### config.mk
export PLATFORM = sky130hd
export DESIGN_NAME = grib1_section_walker_flat
export DESIGN_NICKNAME = d
export VERILOG_FILES = /design/src/sv/gsw_pkg.sv /design/src/sv/gsw_ifs.sv /design/src/sv/grib1_section_walker.sv /design/src/sv/gsw_walker.sv /design/src/sv/gsw_rsp_reg.sv /design/src/flat_wrapper.sv
export SDC_FILE = /design/constraint.sdc
export NUM_CORES = 1
export LEC_CHECK = 0
export ABC_AREA = 1
export BUFFER_PORTS_ARGS = -buffer_cell sky130_fd_sc_hd__buf_2
export CAP_MARGIN = 25
export CORE_MARGIN = 10
export CORE_UTILIZATION = 51
export DETAILED_ROUTE_END_ITERATION = 16
export GPL_TIMING_DRIVEN = 0
export HOLD_SLACK_MARGIN = 0.15
export PLACE_DENSITY = 0.71
export SKIP_CTS_REPAIR_TIMING = 1
export SLEW_MARGIN = 20
export SYNTH_ARGS = -nofsm -noshare
export SYNTH_HDL_FRONTEND = slang
export SYNTH_SLANG_ARGS = --single-unit
### constraint.sdc
create_clock -name clock -period 5.2 [get_ports clock]
set_clock_uncertainty 0.1 [all_clocks]
set_input_delay 0 -clock clock [delete_from_list [all_inputs] [get_ports clock]]
set_output_delay 0 -clock clock [all_outputs]
set_load 0.05 [all_outputs]
### src/sv/gsw_pkg.sv
// ----------------------------------------------------------------------------
// gsw_pkg
// Shared widths, tags, status codes and the result record of the grib1
// section walker.
// ----------------------------------------------------------------------------
package gsw_pkg;

   // width of every offset field on the result channel
   localparam int FIELD_W = 25;

   // default width of the internal byte position counter
   localparam int OFFSET_BITS_DEF = 25;

   // four-byte tags, as they sit in the shift register (first byte on top)
   localparam logic [31:0] TAG_GRIB = 32'h4752_4942;
   localparam logic [31:0] TAG_END  = 32'h3737_3737;

   // result status codes, first failing check wins
   typedef enum logic [3:0] {
      ST_OK         = 4'd0,
      ST_NO_MARKER  = 4'd1,
      ST_SHORT      = 4'd2,
      ST_NO_END     = 4'd3,
      ST_PDS        = 4'd4,
      ST_GDS        = 4'd5,
      ST_BMS_LONG   = 4'd6,
      ST_PREDEF_MAP = 4'd7,
      ST_BDS        = 4'd8,
      ST_NO_TRAILER = 4'd9
   } status_type;

   // one result beat
   typedef struct packed {
      status_type           status;
      logic [7:0]           edition;
      logic [FIELD_W-1:0]   marker_offset;
      logic [FIELD_W-1:0]   pds_offset;
      logic                 gds_present;
      logic [FIELD_W-1:0]   gds_offset;
      logic                 bms_present;
      logic [FIELD_W-1:0]   bms_offset;
      logic [FIELD_W-1:0]   bds_offset;
   } result_type;

endpackage

### src/sv/gsw_ifs.sv
// ----------------------------------------------------------------------------
// gsw channel interfaces
// Valid/ready channels for the byte stream in and the result beat out.
// ----------------------------------------------------------------------------
interface gsw_req_if;
   logic       valid;
   logic       ready;
   logic [7:0] data_byte;
   logic       last_byte;

   modport source (output valid, data_byte, last_byte, input ready);
   modport sink   (input valid, data_byte, last_byte, output ready);
endinterface

interface gsw_rsp_if;
   import gsw_pkg::*;

   logic               valid;
   logic               ready;
   logic [3:0]         status;
   logic [7:0]         edition;
   logic [FIELD_W-1:0] marker_offset;
   logic [FIELD_W-1:0] pds_offset;
   logic               gds_present;
   logic [FIELD_W-1:0] gds_offset;
   logic               bms_present;
   logic [FIELD_W-1:0] bms_offset;
   logic [FIELD_W-1:0] bds_offset;

   modport source (output valid, status, edition, marker_offset, pds_offset,
                   gds_present, gds_offset, bms_present, bms_offset, bds_offset,
                   input ready);
   modport sink   (input valid, status, edition, marker_offset, pds_offset,
                   gds_present, gds_offset, bms_present, bms_offset, bds_offset,
                   output ready);
endinterface

### src/sv/grib1_section_walker.sv
// ----------------------------------------------------------------------------
// grib1_section_walker
// Walks the sections of one GRIB edition-1 product, one byte a beat, and
// gives one result beat after the product's last byte.
// ----------------------------------------------------------------------------
//  channel  | dir | fields                                  | beat
//  ---------+-----+-----------------------------------------+---------------
//  req_if   | in  | data_byte, last_byte                    | one per byte
//  rsp_if   | out | status, edition, marker/section offsets | one per product
//
//  one byte a cycle while req_if.ready is high; the parse state and the output register are the only
//  stages, so a result appears the cycle after its last byte is taken.
//  reset is synchronous and returns the walker to marker search.
//  req_if.ready drops only while a result waits and rsp_if.ready is low.
// ----------------------------------------------------------------------------
module grib1_section_walker #(
   parameter int OFFSET_BITS = gsw_pkg::OFFSET_BITS_DEF
) (
   input  logic      clock,
   input  logic      reset,
   gsw_req_if.sink   req_if,
   gsw_rsp_if.source rsp_if
);
   import gsw_pkg::*;

   logic       beat;
   logic       done;
   logic       take;
   result_type res;

   assign req_if.ready = take;
   assign beat         = req_if.valid && take;

   // parse state
   gsw_walker #(
      .OFFSET_BITS (OFFSET_BITS)
   ) u_walker (
      .clock       (clock),
      .reset       (reset),
      .beat_i      (beat),
      .data_byte_i (req_if.data_byte),
      .last_byte_i (req_if.last_byte),
      .done_o      (done),
      .res_o       (res)
   );

   // result output register
   gsw_rsp_reg u_rsp_reg (
      .clock  (clock),
      .reset  (reset),
      .load_i (done),
      .res_i  (res),
      .take_o (take),
      .rsp_if (rsp_if)
   );

endmodule

### src/sv/gsw_walker.sv
// ----------------------------------------------------------------------------
// gsw_walker
// Per-byte parse state: marker search, header capture, section walk and
// trailer check. Gives the finished result record on the last byte.
// ----------------------------------------------------------------------------
module gsw_walker #(
   parameter int OFFSET_BITS = gsw_pkg::OFFSET_BITS_DEF
) (
   input  logic                clock,
   input  logic                reset,
   input  logic                beat_i,
   input  logic [7:0]          data_byte_i,
   input  logic                last_byte_i,
   output logic                done_o,
   output gsw_pkg::result_type res_o
);
   import gsw_pkg::*;

   typedef logic [OFFSET_BITS-1:0] pos_type;

   typedef enum logic [2:0] {
      PH_SEARCH, PH_HDR, PH_PDS, PH_GDS, PH_BMS, PH_BDS, PH_TAIL, PH_DONE
   } phase_type;

   localparam logic [7:0] FLAG_GDS = 8'h80;
   localparam logic [7:0] FLAG_BMS = 8'h40;

   // smallest legal length of each walked section
   function automatic logic [23:0] min_len(input phase_type ph);
      case (ph)
         PH_PDS:  min_len = 24'd8;
         PH_GDS:  min_len = 24'd3;
         PH_BMS:  min_len = 24'd6;
         PH_BDS:  min_len = 24'd3;
         default: min_len = 24'd0;
      endcase
   endfunction

   // failure code of each walked section
   function automatic status_type sec_code(input phase_type ph);
      case (ph)
         PH_PDS:  sec_code = ST_PDS;
         PH_GDS:  sec_code = ST_GDS;
         PH_BMS:  sec_code = ST_BMS_LONG;
         PH_BDS:  sec_code = ST_BDS;
         PH_TAIL: sec_code = ST_NO_TRAILER;
         default: sec_code = ST_OK;
      endcase
   endfunction

   // state registers
   logic [31:0] recent_ff,    recent_in;
   pos_type     pos_ff;
   phase_type   phase_ff,     phase_in;
   pos_type     marker_ff,    marker_in;
   logic [7:0]  edition_ff,   edition_in;
   logic [23:0] msg_len_ff,   msg_len_in;
   pos_type     sec_start_ff, sec_start_in;
   pos_type     next_bnd_ff,  next_bnd_in;
   logic [7:0]  flags_ff,     flags_in;
   pos_type     offs_ff [4];
   pos_type     offs_in [4];
   logic [1:0]  trailer_ff,   trailer_in;
   status_type  first_err_ff, first_err_in;
   logic [23:0] sec_len_ff,   sec_len_in;
   logic [15:0] map_ff,       map_in;

   // working values
   pos_type     hdr_rel;
   pos_type     sec_rel;
   pos_type     rel;
   pos_type     end_pos;
   phase_type   ph;
   phase_type   nxt;
   logic [23:0] len_base;
   logic        at_bnd;
   logic        stop;
   status_type  status;

   assign hdr_rel = pos_ff - marker_ff;
   assign sec_rel = pos_ff - sec_start_ff;
   assign end_pos = marker_ff + OFFSET_BITS'(msg_len_ff) - OFFSET_BITS'(1);
   assign at_bnd  = (phase_ff inside {PH_PDS, PH_GDS, PH_BMS, PH_BDS})
                    && (sec_rel >= OFFSET_BITS'(3)) && (pos_ff == next_bnd_ff);

   // section that follows the current one at its boundary
   always_comb begin
      case (phase_ff)
         PH_PDS: begin
            if ((flags_ff & FLAG_GDS) != '0) nxt = PH_GDS;
            else if ((flags_ff & FLAG_BMS) != '0) nxt = PH_BMS;
            else nxt = PH_BDS;
         end
         PH_GDS:  nxt = ((flags_ff & FLAG_BMS) != '0) ? PH_BMS : PH_BDS;
         PH_BMS:  nxt = PH_BDS;
         default: nxt = PH_TAIL;
      endcase
   end

   // next state for one byte
   always_comb begin
      recent_in    = {recent_ff[23:0], data_byte_i};
      phase_in     = phase_ff;
      marker_in    = marker_ff;
      edition_in   = edition_ff;
      msg_len_in   = msg_len_ff;
      sec_start_in = sec_start_ff;
      next_bnd_in  = next_bnd_ff;
      flags_in     = flags_ff;
      offs_in      = offs_ff;
      trailer_in   = trailer_ff;
      first_err_in = first_err_ff;
      sec_len_in   = sec_len_ff;
      map_in       = map_ff;
      ph           = phase_ff;
      rel          = sec_rel;
      len_base     = sec_len_ff;
      stop         = 1'b0;

      case (phase_ff)
         PH_SEARCH: begin
            if (recent_in == TAG_GRIB) begin
               marker_in = pos_ff - OFFSET_BITS'(3);
               phase_in  = PH_HDR;
            end
         end
         PH_HDR: begin
            if (hdr_rel < OFFSET_BITS'(7)) begin
               msg_len_in = {msg_len_ff[15:0], data_byte_i};
            end else begin
               edition_in = data_byte_i;
               phase_in   = PH_PDS;
               map_in     = '0;
               if (data_byte_i != '0) begin
                  // later editions: pds starts after the edition byte
                  if (msg_len_ff < 24'd8) trailer_in = 2'b01;
                  sec_start_in = pos_ff + OFFSET_BITS'(1);
                  sec_len_in   = '0;
                  offs_in[0]   = pos_ff + OFFSET_BITS'(1);
               end else begin
                  // edition 0: the length field is the pds length
                  sec_start_in = marker_ff + OFFSET_BITS'(4);
                  sec_len_in   = msg_len_ff;
                  offs_in[0]   = marker_ff + OFFSET_BITS'(4);
                  if (msg_len_ff < 24'd8) begin
                     first_err_in = ST_PDS;
                     phase_in     = PH_DONE;
                  end else begin
                     next_bnd_in = marker_ff + OFFSET_BITS'(4) + OFFSET_BITS'(msg_len_ff);
                  end
               end
            end
         end
         PH_PDS, PH_GDS, PH_BMS, PH_BDS, PH_TAIL: begin
            // section boundary: check the map word or step to the next section
            if (at_bnd) begin
               if ((phase_ff == PH_BMS) && (map_ff != '0)) begin
                  first_err_in = ST_PREDEF_MAP;
                  phase_in     = PH_DONE;
                  stop         = 1'b1;
               end else begin
                  ph           = nxt;
                  phase_in     = nxt;
                  sec_start_in = pos_ff;
                  rel          = '0;
                  len_base     = '0;
                  sec_len_in   = '0;
                  map_in       = '0;
                  case (nxt)
                     PH_GDS:  offs_in[1] = pos_ff;
                     PH_BMS:  offs_in[2] = pos_ff;
                     PH_BDS:  offs_in[3] = pos_ff;
                     default: ;
                  endcase
               end
            end
            if (!stop) begin
               if (ph == PH_TAIL) begin
                  if (rel == OFFSET_BITS'(3)) begin
                     phase_in = PH_DONE;
                     if (recent_in != TAG_END) first_err_in = ST_NO_TRAILER;
                  end
               end else if (rel < OFFSET_BITS'(3)) begin
                  // 3-byte big-endian section length
                  sec_len_in = {len_base[15:0], data_byte_i};
                  if (rel == OFFSET_BITS'(2)) begin
                     if (sec_len_in < min_len(ph)) begin
                        first_err_in = sec_code(ph);
                        phase_in     = PH_DONE;
                     end else begin
                        next_bnd_in = sec_start_ff + OFFSET_BITS'(sec_len_in);
                     end
                  end
               end else begin
                  if ((ph == PH_PDS) && (rel == OFFSET_BITS'(7))) flags_in = data_byte_i;
                  if ((ph == PH_BMS) && ((rel == OFFSET_BITS'(4)) || (rel == OFFSET_BITS'(5))))
                     map_in = {map_ff[7:0], data_byte_i};
               end
            end
         end
         default: ;
      endcase

      // message end: latch whether "7777" sits on the last framed byte
      if ((phase_in >= PH_PDS) && (edition_in != '0) && !trailer_ff[0]
          && (msg_len_ff >= 24'd8) && (pos_ff == end_pos))
         trailer_in = {recent_in == TAG_END, 1'b1};
   end

   // final status, earliest failing check first
   always_comb begin
      if (phase_in == PH_SEARCH)                            status = ST_NO_MARKER;
      else if (phase_in == PH_HDR)                          status = ST_SHORT;
      else if ((edition_in != '0) && !trailer_in[0])        status = ST_SHORT;
      else if ((edition_in != '0) && !trailer_in[1])        status = ST_NO_END;
      else if (first_err_in != ST_OK)                       status = first_err_in;
      else if (phase_in != PH_DONE)                         status = sec_code(phase_in);
      else                                                  status = ST_OK;
   end

   // result record, zero apart from the status on failure
   always_comb begin
      res_o        = '0;
      res_o.status = status;
      if (status == ST_OK) begin
         res_o.edition       = edition_in;
         res_o.marker_offset = FIELD_W'(marker_in);
         res_o.pds_offset    = FIELD_W'(offs_in[0]);
         res_o.gds_present   = (flags_in & FLAG_GDS) != '0;
         res_o.gds_offset    = res_o.gds_present ? FIELD_W'(offs_in[1]) : '0;
         res_o.bms_present   = (flags_in & FLAG_BMS) != '0;
         res_o.bms_offset    = res_o.bms_present ? FIELD_W'(offs_in[2]) : '0;
         res_o.bds_offset    = FIELD_W'(offs_in[3]);
      end
   end

   assign done_o = beat_i && last_byte_i;

   // state update; the last byte clears everything for the next product
   always_ff @(posedge clock) begin
      if (reset || done_o) begin
         recent_ff    <= '0;
         pos_ff       <= '0;
         phase_ff     <= PH_SEARCH;
         marker_ff    <= '0;
         edition_ff   <= '0;
         msg_len_ff   <= '0;
         sec_start_ff <= '0;
         next_bnd_ff  <= '0;
         flags_ff     <= '0;
         offs_ff      <= '{default: '0};
         trailer_ff   <= '0;
         first_err_ff <= ST_OK;
         sec_len_ff   <= '0;
         map_ff       <= '0;
      end else if (beat_i) begin
         recent_ff    <= recent_in;
         pos_ff       <= pos_ff + OFFSET_BITS'(1);
         phase_ff     <= phase_in;
         marker_ff    <= marker_in;
         edition_ff   <= edition_in;
         msg_len_ff   <= msg_len_in;
         sec_start_ff <= sec_start_in;
         next_bnd_ff  <= next_bnd_in;
         flags_ff     <= flags_in;
         offs_ff      <= offs_in;
         trailer_ff   <= trailer_in;
         first_err_ff <= first_err_in;
         sec_len_ff   <= sec_len_in;
         map_ff       <= map_in;
      end
   end

   // a product's last beat leaves the walker searching from position zero
   a_clear_after_last: assert property (@(posedge clock) disable iff (reset)
      done_o |=> (phase_ff == PH_SEARCH) && (pos_ff == '0))
      else $error("walker not cleared after last beat");

   // a recorded failure always stops the walk
   a_err_stops: assert property (@(posedge clock) disable iff (reset)
      (first_err_ff != ST_OK) |-> (phase_ff == PH_DONE))
      else $error("failure recorded while still walking");

   // position counts accepted beats inside a product
   a_pos_step: assert property (@(posedge clock) disable iff (reset)
      (beat_i && !last_byte_i) |=> (pos_ff == $past(pos_ff) + OFFSET_BITS'(1)))
      else $error("byte position did not advance");

endmodule

### src/sv/gsw_rsp_reg.sv
// ----------------------------------------------------------------------------
// gsw_rsp_reg
// Output register of the result channel; holds back the input side while a
// result waits and its consumer is not ready.
// ----------------------------------------------------------------------------
module gsw_rsp_reg (
   input  logic                clock,
   input  logic                reset,
   input  logic                load_i,
   input  gsw_pkg::result_type res_i,
   output logic                take_o,
   gsw_rsp_if.source           rsp_if
);
   import gsw_pkg::*;

   logic       valid_ff;
   result_type res_ff;

   // room for a new result when empty or draining this cycle
   assign take_o = !valid_ff || rsp_if.ready;

   // hold register
   always_ff @(posedge clock) begin
      if (reset) begin
         valid_ff <= 1'b0;
      end else if (load_i) begin
         valid_ff <= 1'b1;
      end else if (rsp_if.ready) begin
         valid_ff <= 1'b0;
      end
      if (load_i) begin
         res_ff <= res_i;
      end
   end

   // drive the channel
   assign rsp_if.valid         = valid_ff;
   assign rsp_if.status        = res_ff.status;
   assign rsp_if.edition       = res_ff.edition;
   assign rsp_if.marker_offset = res_ff.marker_offset;
   assign rsp_if.pds_offset    = res_ff.pds_offset;
   assign rsp_if.gds_present   = res_ff.gds_present;
   assign rsp_if.gds_offset    = res_ff.gds_offset;
   assign rsp_if.bms_present   = res_ff.bms_present;
   assign rsp_if.bms_offset    = res_ff.bms_offset;
   assign rsp_if.bds_offset    = res_ff.bds_offset;

   // a new result never lands on one still waiting
   a_no_overwrite: assert property (@(posedge clock) disable iff (reset)
      load_i |-> (!valid_ff || rsp_if.ready))
      else $error("result overwritten before it was taken");

   // a loaded result is shown on the next cycle
   a_load_shows: assert property (@(posedge clock) disable iff (reset)
      load_i |=> valid_ff && (res_ff == $past(res_i)))
      else $error("loaded result not presented");

   // failed products carry no offsets
   a_fail_zero: assert property (@(posedge clock) disable iff (reset)
      (valid_ff && (res_ff.status != ST_OK)) |->
         (res_ff.edition == '0) && (res_ff.marker_offset == '0)
         && (res_ff.pds_offset == '0) && !res_ff.gds_present && !res_ff.bms_present
         && (res_ff.bds_offset == '0))
      else $error("failed result carries found fields");

endmodule
### src/flat_wrapper.sv
// flat-port wrapper written by rule: the top's interface ports become plain ports
module grib1_section_walker_flat import gsw_pkg::*;
#(
   parameter int OFFSET_BITS = gsw_pkg::OFFSET_BITS_DEF
)
  (clock, reset, req_if_valid, req_if_data_byte, req_if_last_byte, req_if_ready, rsp_if_valid, rsp_if_status, rsp_if_edition, rsp_if_marker_offset, rsp_if_pds_offset, rsp_if_gds_present, rsp_if_gds_offset, rsp_if_bms_present, rsp_if_bms_offset, rsp_if_bds_offset, rsp_if_ready);
  gsw_req_if req_if_i ();
  gsw_rsp_if rsp_if_i ();
  input  logic clock;
  input  logic reset;
  input wire logic [$bits(req_if_i.valid)-1:0] req_if_valid;
  input wire logic [$bits(req_if_i.data_byte)-1:0] req_if_data_byte;
  input wire logic [$bits(req_if_i.last_byte)-1:0] req_if_last_byte;
  output wire logic [$bits(req_if_i.ready)-1:0] req_if_ready;
  output wire logic [$bits(rsp_if_i.valid)-1:0] rsp_if_valid;
  output wire logic [$bits(rsp_if_i.status)-1:0] rsp_if_status;
  output wire logic [$bits(rsp_if_i.edition)-1:0] rsp_if_edition;
  output wire logic [$bits(rsp_if_i.marker_offset)-1:0] rsp_if_marker_offset;
  output wire logic [$bits(rsp_if_i.pds_offset)-1:0] rsp_if_pds_offset;
  output wire logic [$bits(rsp_if_i.gds_present)-1:0] rsp_if_gds_present;
  output wire logic [$bits(rsp_if_i.gds_offset)-1:0] rsp_if_gds_offset;
  output wire logic [$bits(rsp_if_i.bms_present)-1:0] rsp_if_bms_present;
  output wire logic [$bits(rsp_if_i.bms_offset)-1:0] rsp_if_bms_offset;
  output wire logic [$bits(rsp_if_i.bds_offset)-1:0] rsp_if_bds_offset;
  input wire logic [$bits(rsp_if_i.ready)-1:0] rsp_if_ready;
  assign req_if_i.valid = req_if_valid;
  assign req_if_i.data_byte = req_if_data_byte;
  assign req_if_i.last_byte = req_if_last_byte;
  assign req_if_ready = req_if_i.ready;
  assign rsp_if_valid = rsp_if_i.valid;
  assign rsp_if_status = rsp_if_i.status;
  assign rsp_if_edition = rsp_if_i.edition;
  assign rsp_if_marker_offset = rsp_if_i.marker_offset;
  assign rsp_if_pds_offset = rsp_if_i.pds_offset;
  assign rsp_if_gds_present = rsp_if_i.gds_present;
  assign rsp_if_gds_offset = rsp_if_i.gds_offset;
  assign rsp_if_bms_present = rsp_if_i.bms_present;
  assign rsp_if_bms_offset = rsp_if_i.bms_offset;
  assign rsp_if_bds_offset = rsp_if_i.bds_offset;
  assign rsp_if_i.ready = rsp_if_ready;
  grib1_section_walker #(.OFFSET_BITS(OFFSET_BITS)) u_core (.clock(clock), .reset(reset), .req_if(req_if_i), .rsp_if(rsp_if_i));
endmodule
# After elaboration in Yosys (flattened, before gate mapping)
# Index checks and enable logic that the tools add are counted.
[totals] register_bits=453 inputBits=13
[classes] n_addsub=9 order_cmp=7 eq_ne=41 mux=107 n_bitwise=3 n_reduce_logical=39
[ops] cell="25-bit two-way mux" count=22
[ops] cell="24-bit two-way mux" count=12
[ops] cell="75-bit two-way mux" count=3
[ops] cell="16-bit two-way mux" count=8
[ops] cell="25-bit one-hot mux with 2 select lines" count=2
[ops] cell="25-bit by 24-bit adder with 25-bit output" count=3
[ops] cell="25-bit by 3-bit == test with 1-bit output (second input constant)" count=3
[ops] cell="4-bit two-way mux" count=18
[ops] cell="8-bit two-way mux" count=7
[ops] cell="25-bit by 2-bit == test with 1-bit output (second input constant)" count=2
[ops] cell="25-bit == test" count=2
[ops] cell="25-bit subtractor" count=2
[ops] cell="3-bit two-way mux" count=16
[ops] cell="24-bit one-hot mux with 2 select lines" count=1
[ops] cell="3-bit == test (second input constant)" count=11
[ops] cell="32-bit by 30-bit == test with 1-bit output (second input constant)" count=1
[ops] cell="32-bit by 31-bit == test with 1-bit output (second input constant)" count=1
[ops] cell="32-bit by 30-bit inequality test with 1-bit output (second input constant)" count=1
[ops] cell="16-bit one-hot mux with 2 select lines" count=1
[ops] cell="25-bit by 1-bit adder with 25-bit output (second input constant)" count=1
[ops] cell="25-bit by 3-bit adder with 25-bit output (second input constant)" count=1
[ops] cell="25-bit by 2-bit >= comparator with 1-bit output (second input constant)" count=1
[ops] cell="25-bit by 2-bit < comparator with 1-bit output (second input constant)" count=1
[ops] cell="25-bit by 3-bit < comparator with 1-bit output (second input constant)" count=1
[ops] cell="34 further kinds" count=85

# Logic depth before layout (Yosys ltp)
[depth] ltp_word=35 mapped_depth=50

# By module
# A second synthesis with hierarchy kept.
[hier_totals] hier_cells=4080 hier_area_um2=29020.3
[modules_own_cells] mod="gsw_walker" instances=1 cells_per_inst=3934 area_each_um2=24796.3
[modules_own_cells] mod="gsw_rsp_reg" instances=1 cells_per_inst=144 area_each_um2=4216.5
[modules_own_cells] mod="grib1_section_walker" instances=1 cells_per_inst=2 area_each_um2=7.5

# Worst setup path after synthesis
# OpenSTA, ideal clock, no wires.
[synth_path] path_kind="register to register" startpoint="reg u_core.u_walker.pos_ff[0]" endpoint="reg u_core.u_rsp_reg.res_ff, in the netlist u_core.u_rsp_reg.rsp_if.gds_present, data pin" setup_ps=253 t_arrival_ps=5230 t_required_ps=4847 slack_ps=-383 path_stages_with_launch=47 path_cell_list="dfxtp_1 -> clkbuf_1 -> inv_1 -> ha_1 -> inv_1 -> fa_1 -> nand3_1 -> nand2_1 -> nand2_1 -> nand2_1 -> nand2_1 -> nand2_1 -> nor2_1 -> nand2_1 -> nor2_1 -> nand3_1 -> nor2_2 -> nand2_2 -> (+11 left out) -> nand2_1 -> nor2_1 -> nand3_1 -> nor2_4 -> nand4_2 -> o21ai_0 -> nand2_1 -> nand2_1 -> nand2_1 -> a21oi_2 -> nand2_1 -> nand2_1 -> nand2_1 -> nor2_2 -> nor2_8 -> nand3_4 -> buf_8 -> inv_2"
[synth_rtl] item="start, declared" line_no="gsw_walker.sv:53" source="pos_type pos_ff;"
[synth_rtl] item="start signal, assigned" line_no="gsw_walker.sv:258" source="pos_ff <= pos_ff + OFFSET_BITS'(1);"
[synth_rtl] item="end signal, assigned" line_no="gsw_rsp_reg.sv:32" source="res_ff <= res_i;"
[synth_rtl] item="end, declared" line_no="gsw_rsp_reg.sv:17" source="result_type res_ff;"

# Worst setup path in the final report
[layout_path] startpoint="reg u_core.u_walker.pos_ff[2]" endpoint="reg u_core.u_rsp_reg.res_ff, in the netlist u_core.u_rsp_reg.rsp_if.bms_offset[11], data pin"
[layout_between] elab_chain_len=35 elab_cells_between_ends=95 classes_between="add/sub: 2; order compare: 5; eq/ne: 17; mux: 54; reduce/logical: 17"
[layout_lines] item="25-bit subtractor" line_no="gsw_walker.sv:81" source="assign sec_rel = pos_ff - sec_start_ff;"
[layout_lines] item="25-bit by 2-bit >= comparator with 1-bit output" line_no="gsw_walker.sv:84" source="&& (sec_rel >= OFFSET_BITS'(3)) && (pos_ff == next_bnd_ff);"
[layout_lines] item="1-bit logical AND (2 in series)" line_no="gsw_walker.sv:84"
[layout_lines] item="3-bit two-way mux" line_no="gsw_walker.sv:156" source="if (at_bnd) begin"
[layout_lines] item="3-bit two-way mux" line_no="gsw_walker.sv:120" source="case (phase_ff)"
[layout_lines] item="3-bit == test or 3-bit by 2-bit == test with 1-bit output (tied branches)" line_no="gsw_walker.sv:30, gsw_walker.sv:41"
[layout_lines] item="2-bit OR reduction (no source line)"
[layout_lines] item="4-bit one-hot mux with 3 select lines" line_no="gsw_walker.sv:30" source="case (ph)"
[layout_lines] item="(+18 left out)"
[layout_lines] item="1-bit zero test" line_no="gsw_walker.sv:215" source="else if ((edition_in != '0) && !trailer_in[1]) status = ST_NO_END;"
[layout_lines] item="1-bit logical AND" line_no="gsw_walker.sv:215"
[layout_lines] item="4-bit two-way mux" line_no="gsw_walker.sv:215"
[layout_lines] item="4-bit two-way mux" line_no="gsw_walker.sv:214" source="else if ((edition_in != '0) && !trailer_in[0]) status = ST_SHORT;"
[layout_lines] item="4-bit two-way mux" line_no="gsw_walker.sv:213" source="else if (phase_in == PH_HDR) status = ST_SHORT;"
[layout_lines] item="4-bit two-way mux" line_no="gsw_walker.sv:212" source="if (phase_in == PH_SEARCH) status = ST_NO_MARKER;"
[layout_lines] item="4-bit zero test" line_no="gsw_walker.sv:225" source="if (status == ST_OK) begin"
[layout_lines] item="2-bit AND reduction (no source line)"
# Several ways; a longest one is shown, not always the timed one. The select of a mux whose other input is x is not followed.
# A chain may end at the register's enable or synchronous reset.

==> reports/metrics.csv <==
metric,value,unit
path_clk_slew,0.06,ns
cts_sinks,439,
crit_family,simple AND/OR/NAND/NOR gates,
vdd_ir_drop_max,0.000302,V
drv_slew,0,
netSwitchingFraction,35.3,%
final_common_cell,nand2_1,
crit_path_end_kind,register,
drv_cap,0,
drt-pass1-iter-count,6,
routed_wl,123,mm
syn_nets,4448,
synthDistinctLibCells,66,
critPathMaxStageDelay,0.50,ns
start_util,51.5,%
synth_xor_area_share,3.72,%
power_density,304,nW/um^2
die_area,68200,um^2
dpl_worst_slack,-1.96,ns
yosys_register_bits,439,
setup_viol,159,
gp_congestion,1.06,
finalHoldViolations,0,
post-route-period-util,120,%
power.total,10800,uW
n_fill_cell,5363,
min_path_type,in2reg,
overflow,0,
synth-compound-area-share,18.7,%
final_cell_mix,"nand2_1 (758), inv_1 (749), a21oi_1 (384)",
core-area,57600,um^2
grt.total_usage,33.9,%
failed_checks,setup timing,
cp.required,5.57,ns
worstMarginPinSlew,1.15,ns
synth-simple-area-share,23.7,%
grt_pass1_vias,28069,
path_common_cell,nand2_4,
rsz0062_at_grt,yes,
areaGrowthSynthToFinish,19.7,%
dp_hpwl,94.3,mm
startpoint_type,register,
synth_fa_ha_area_share,6.58,%
p_int,6990,uW
syn_inst,4282,
crit_slowest_cell,dfxtp_2,
placed_cells,5203,
status,"complete, but fails checks",
ys_warn_count,0,
design_area,35500,um^2
htree_num_levels,2,
drc,0,
cts_tree,done,
fin_tns_setup,-133.66,ns
antenna_found_initial,11,
fmax,160,MHz
cp.buffers_inverters,7,
synth-async-reset-ratio,0,%
rows,88,
placed_cell_area,31500,um^2
multiInputGateArea,16800,um^2
syn_area_per_cell,6.92,um^2
clockPowerShare,36.8,%
root_buffer,clkbuf_16,
slew_headroom,22.8,%
synth_edf_count,139,
leakagePower,0.0165,uW
die_h,261,um
synth.area.mux_share,0.308,%
pin_count,154,
vias_per_cell,5.84,
io_buffer_count,153,
path_class,reg2reg,
arrival,6.63,ns
layout_min_cycle_time,6.26,ns
die_x,261,um
final_layout_size_suffix_gt1_share,15.1,%
cts_made_buffers,50,
via_count,31479,
synth.cell_area,29600,um^2
fin_ws,-1.06,ns
grt_pass1_wl,175,mm
ff_latch_area,10200,um^2
seqPwrFrac,35.2,%
clock_tree.buffer_depth,3,
grt_max_degree,94,
drt_iter0_drc,4224,
insertion_delay,0.62,ns
fin_nets,4748,
critPathMaxFanout,10,
stdcell_count,5390,
synth_top_family_by_area,simple AND/OR/NAND/NOR gates,
wl_per_cell,22.8,um
combPwrFrac,28.0,%
ant_nets,0,
seq_area_frac_synth,34.3,%
p_sw,3820,uW
synthFlopType,dfxtp_1,
[cell type report]
cell class	count	area share, %
Multi-Input combinational cell	2874	47.3
Sequential cell	439	28.8
Inverter	780	8.40
Timing Repair Buffer	246	4.84
Clock buffer	57	3.72
Buffer	191	2.82
Tap cell	765	2.70
Clock inverter	36	1.39
Antenna cell	2	0.0141
[cells in the mapped netlist, types with 10 or more instances]
cell      instances  share of area [%]
a21oi_1         388                6.6
nor2_1          304                3.8
nor3_1           78                1.3
clkbuf_1        143                1.8
a211oi_1         33               0.84
nand3_1         153                2.6
or2_2            16               0.34
inv_2            15               0.19
nand4_1          68                1.4
nor2_4           21               0.80
edfxtp_1        139                 14
nor4_1           30               0.63
o21ai_0         402                6.8
ha_1            148                6.2
a31oi_1          33               0.70
xor2_1           83                2.5
inv_1           760                9.6
nor2_2           27               0.57
a21o_1           10               0.25
buf_1            24               0.30
nand2_1         802                 10
xnor2_1          43                1.3
buf_2            16               0.27
o211ai_1         68                1.7
dfxtp_1         300                 20
and3_1           42               0.89
[registers in the layout, summed over array words and instances (netlist names)]
signal,cells
u_core.u_rsp_reg.rsp_if.bds_offset,25
u_core.u_rsp_reg.rsp_if.bms_offset,25
u_core.u_rsp_reg.rsp_if.bms_present,1
u_core.u_rsp_reg.rsp_if.edition,8
u_core.u_rsp_reg.rsp_if.gds_offset,25
u_core.u_rsp_reg.rsp_if.gds_present,1
u_core.u_rsp_reg.rsp_if.marker_offset,25
u_core.u_rsp_reg.rsp_if.pds_offset,25
u_core.u_rsp_reg.rsp_if.status,4
u_core.u_rsp_reg.rsp_if.valid,1
u_core.u_walker.edition_ff,8
u_core.u_walker.first_err_ff,4
u_core.u_walker.flags_ff,2
u_core.u_walker.map_ff,16
u_core.u_walker.marker_ff,25
u_core.u_walker.msg_len_ff,24
u_core.u_walker.next_bnd_ff,25
u_core.u_walker.offs_ff,100
u_core.u_walker.phase_ff,3
u_core.u_walker.pos_ff,25
u_core.u_walker.recent_ff,24
u_core.u_walker.sec_len_ff,16
u_core.u_walker.sec_start_ff,25
u_core.u_walker.trailer_ff,2
[worst min-delay path, cell delays in order]
cell and delay (ns):
dlygate4sd3_1 0.53, buf_2 0.19, nand2_1 0.09, a21oi_1 0.06
[layer usage]
metal | wire (um) | part of all wire [%] | vias up | GRT usage [%]
met5 | 256 | 0.21 | - | 0
met4 | 6680 | 5.4 | 18 | 17.0
met3 | 14900 | 12 | 379 | 9.02
met2 | 52100 | 42 | 1812 | 50.3
met1 | 48900 | 40 | 14603 | 45.0
li1 | - | - | 14667 | -
[kinds of logic after synthesis]
group,count (synthesis)
DFF,439
and+or+nand+nor,1579
AOI/OAI and AO/OA,1005
xor gates and xnor gates,126
muxes,9
buffers and inverters,971
adders and majority gates,153
[worst paths after layout]
kind                                            startpoint                                      to  slack (ns)  cells past startpoint
worst min-delay path                   req_if_data_byte[1]            u_core.u_walker.recent_ff[1]        0.20                      4
worst min register to register  u_core.u_walker.map_ff[11]              u_core.u_walker.map_ff[11]        0.36                      2
worst max register to register   u_core.u_walker.pos_ff[2]  u_core.u_rsp_reg.rsp_if.bms_offset[11]       -1.06                     36
worst max-delay path             u_core.u_walker.pos_ff[2]  u_core.u_rsp_reg.rsp_if.bms_offset[11]       -1.06                     36
[power groups by stage]
stage	registers [uW]	clock network, uW	logic, uW
2_1_floorplan	3950	0	1800
3_3_place_gp	3860	0	2640
3_5_place_dp	3850	0	2670
4_1_cts	3780	3980	2680
5_1_grt	3800	4100	3290
6_report	3800	3980	3030
[through the flow]
step | utilization, % | hold slack, ns
after floorplan | - | 0.0490
after global placement | 54.6 | 0.194
after detailed placement | 54.7 | 0.201
after CTS | 57.8 | -0.441
after global routing | 61.6 | 0.253
final | 61.6 | 0.200
Power figures use the tool's default switching activity.
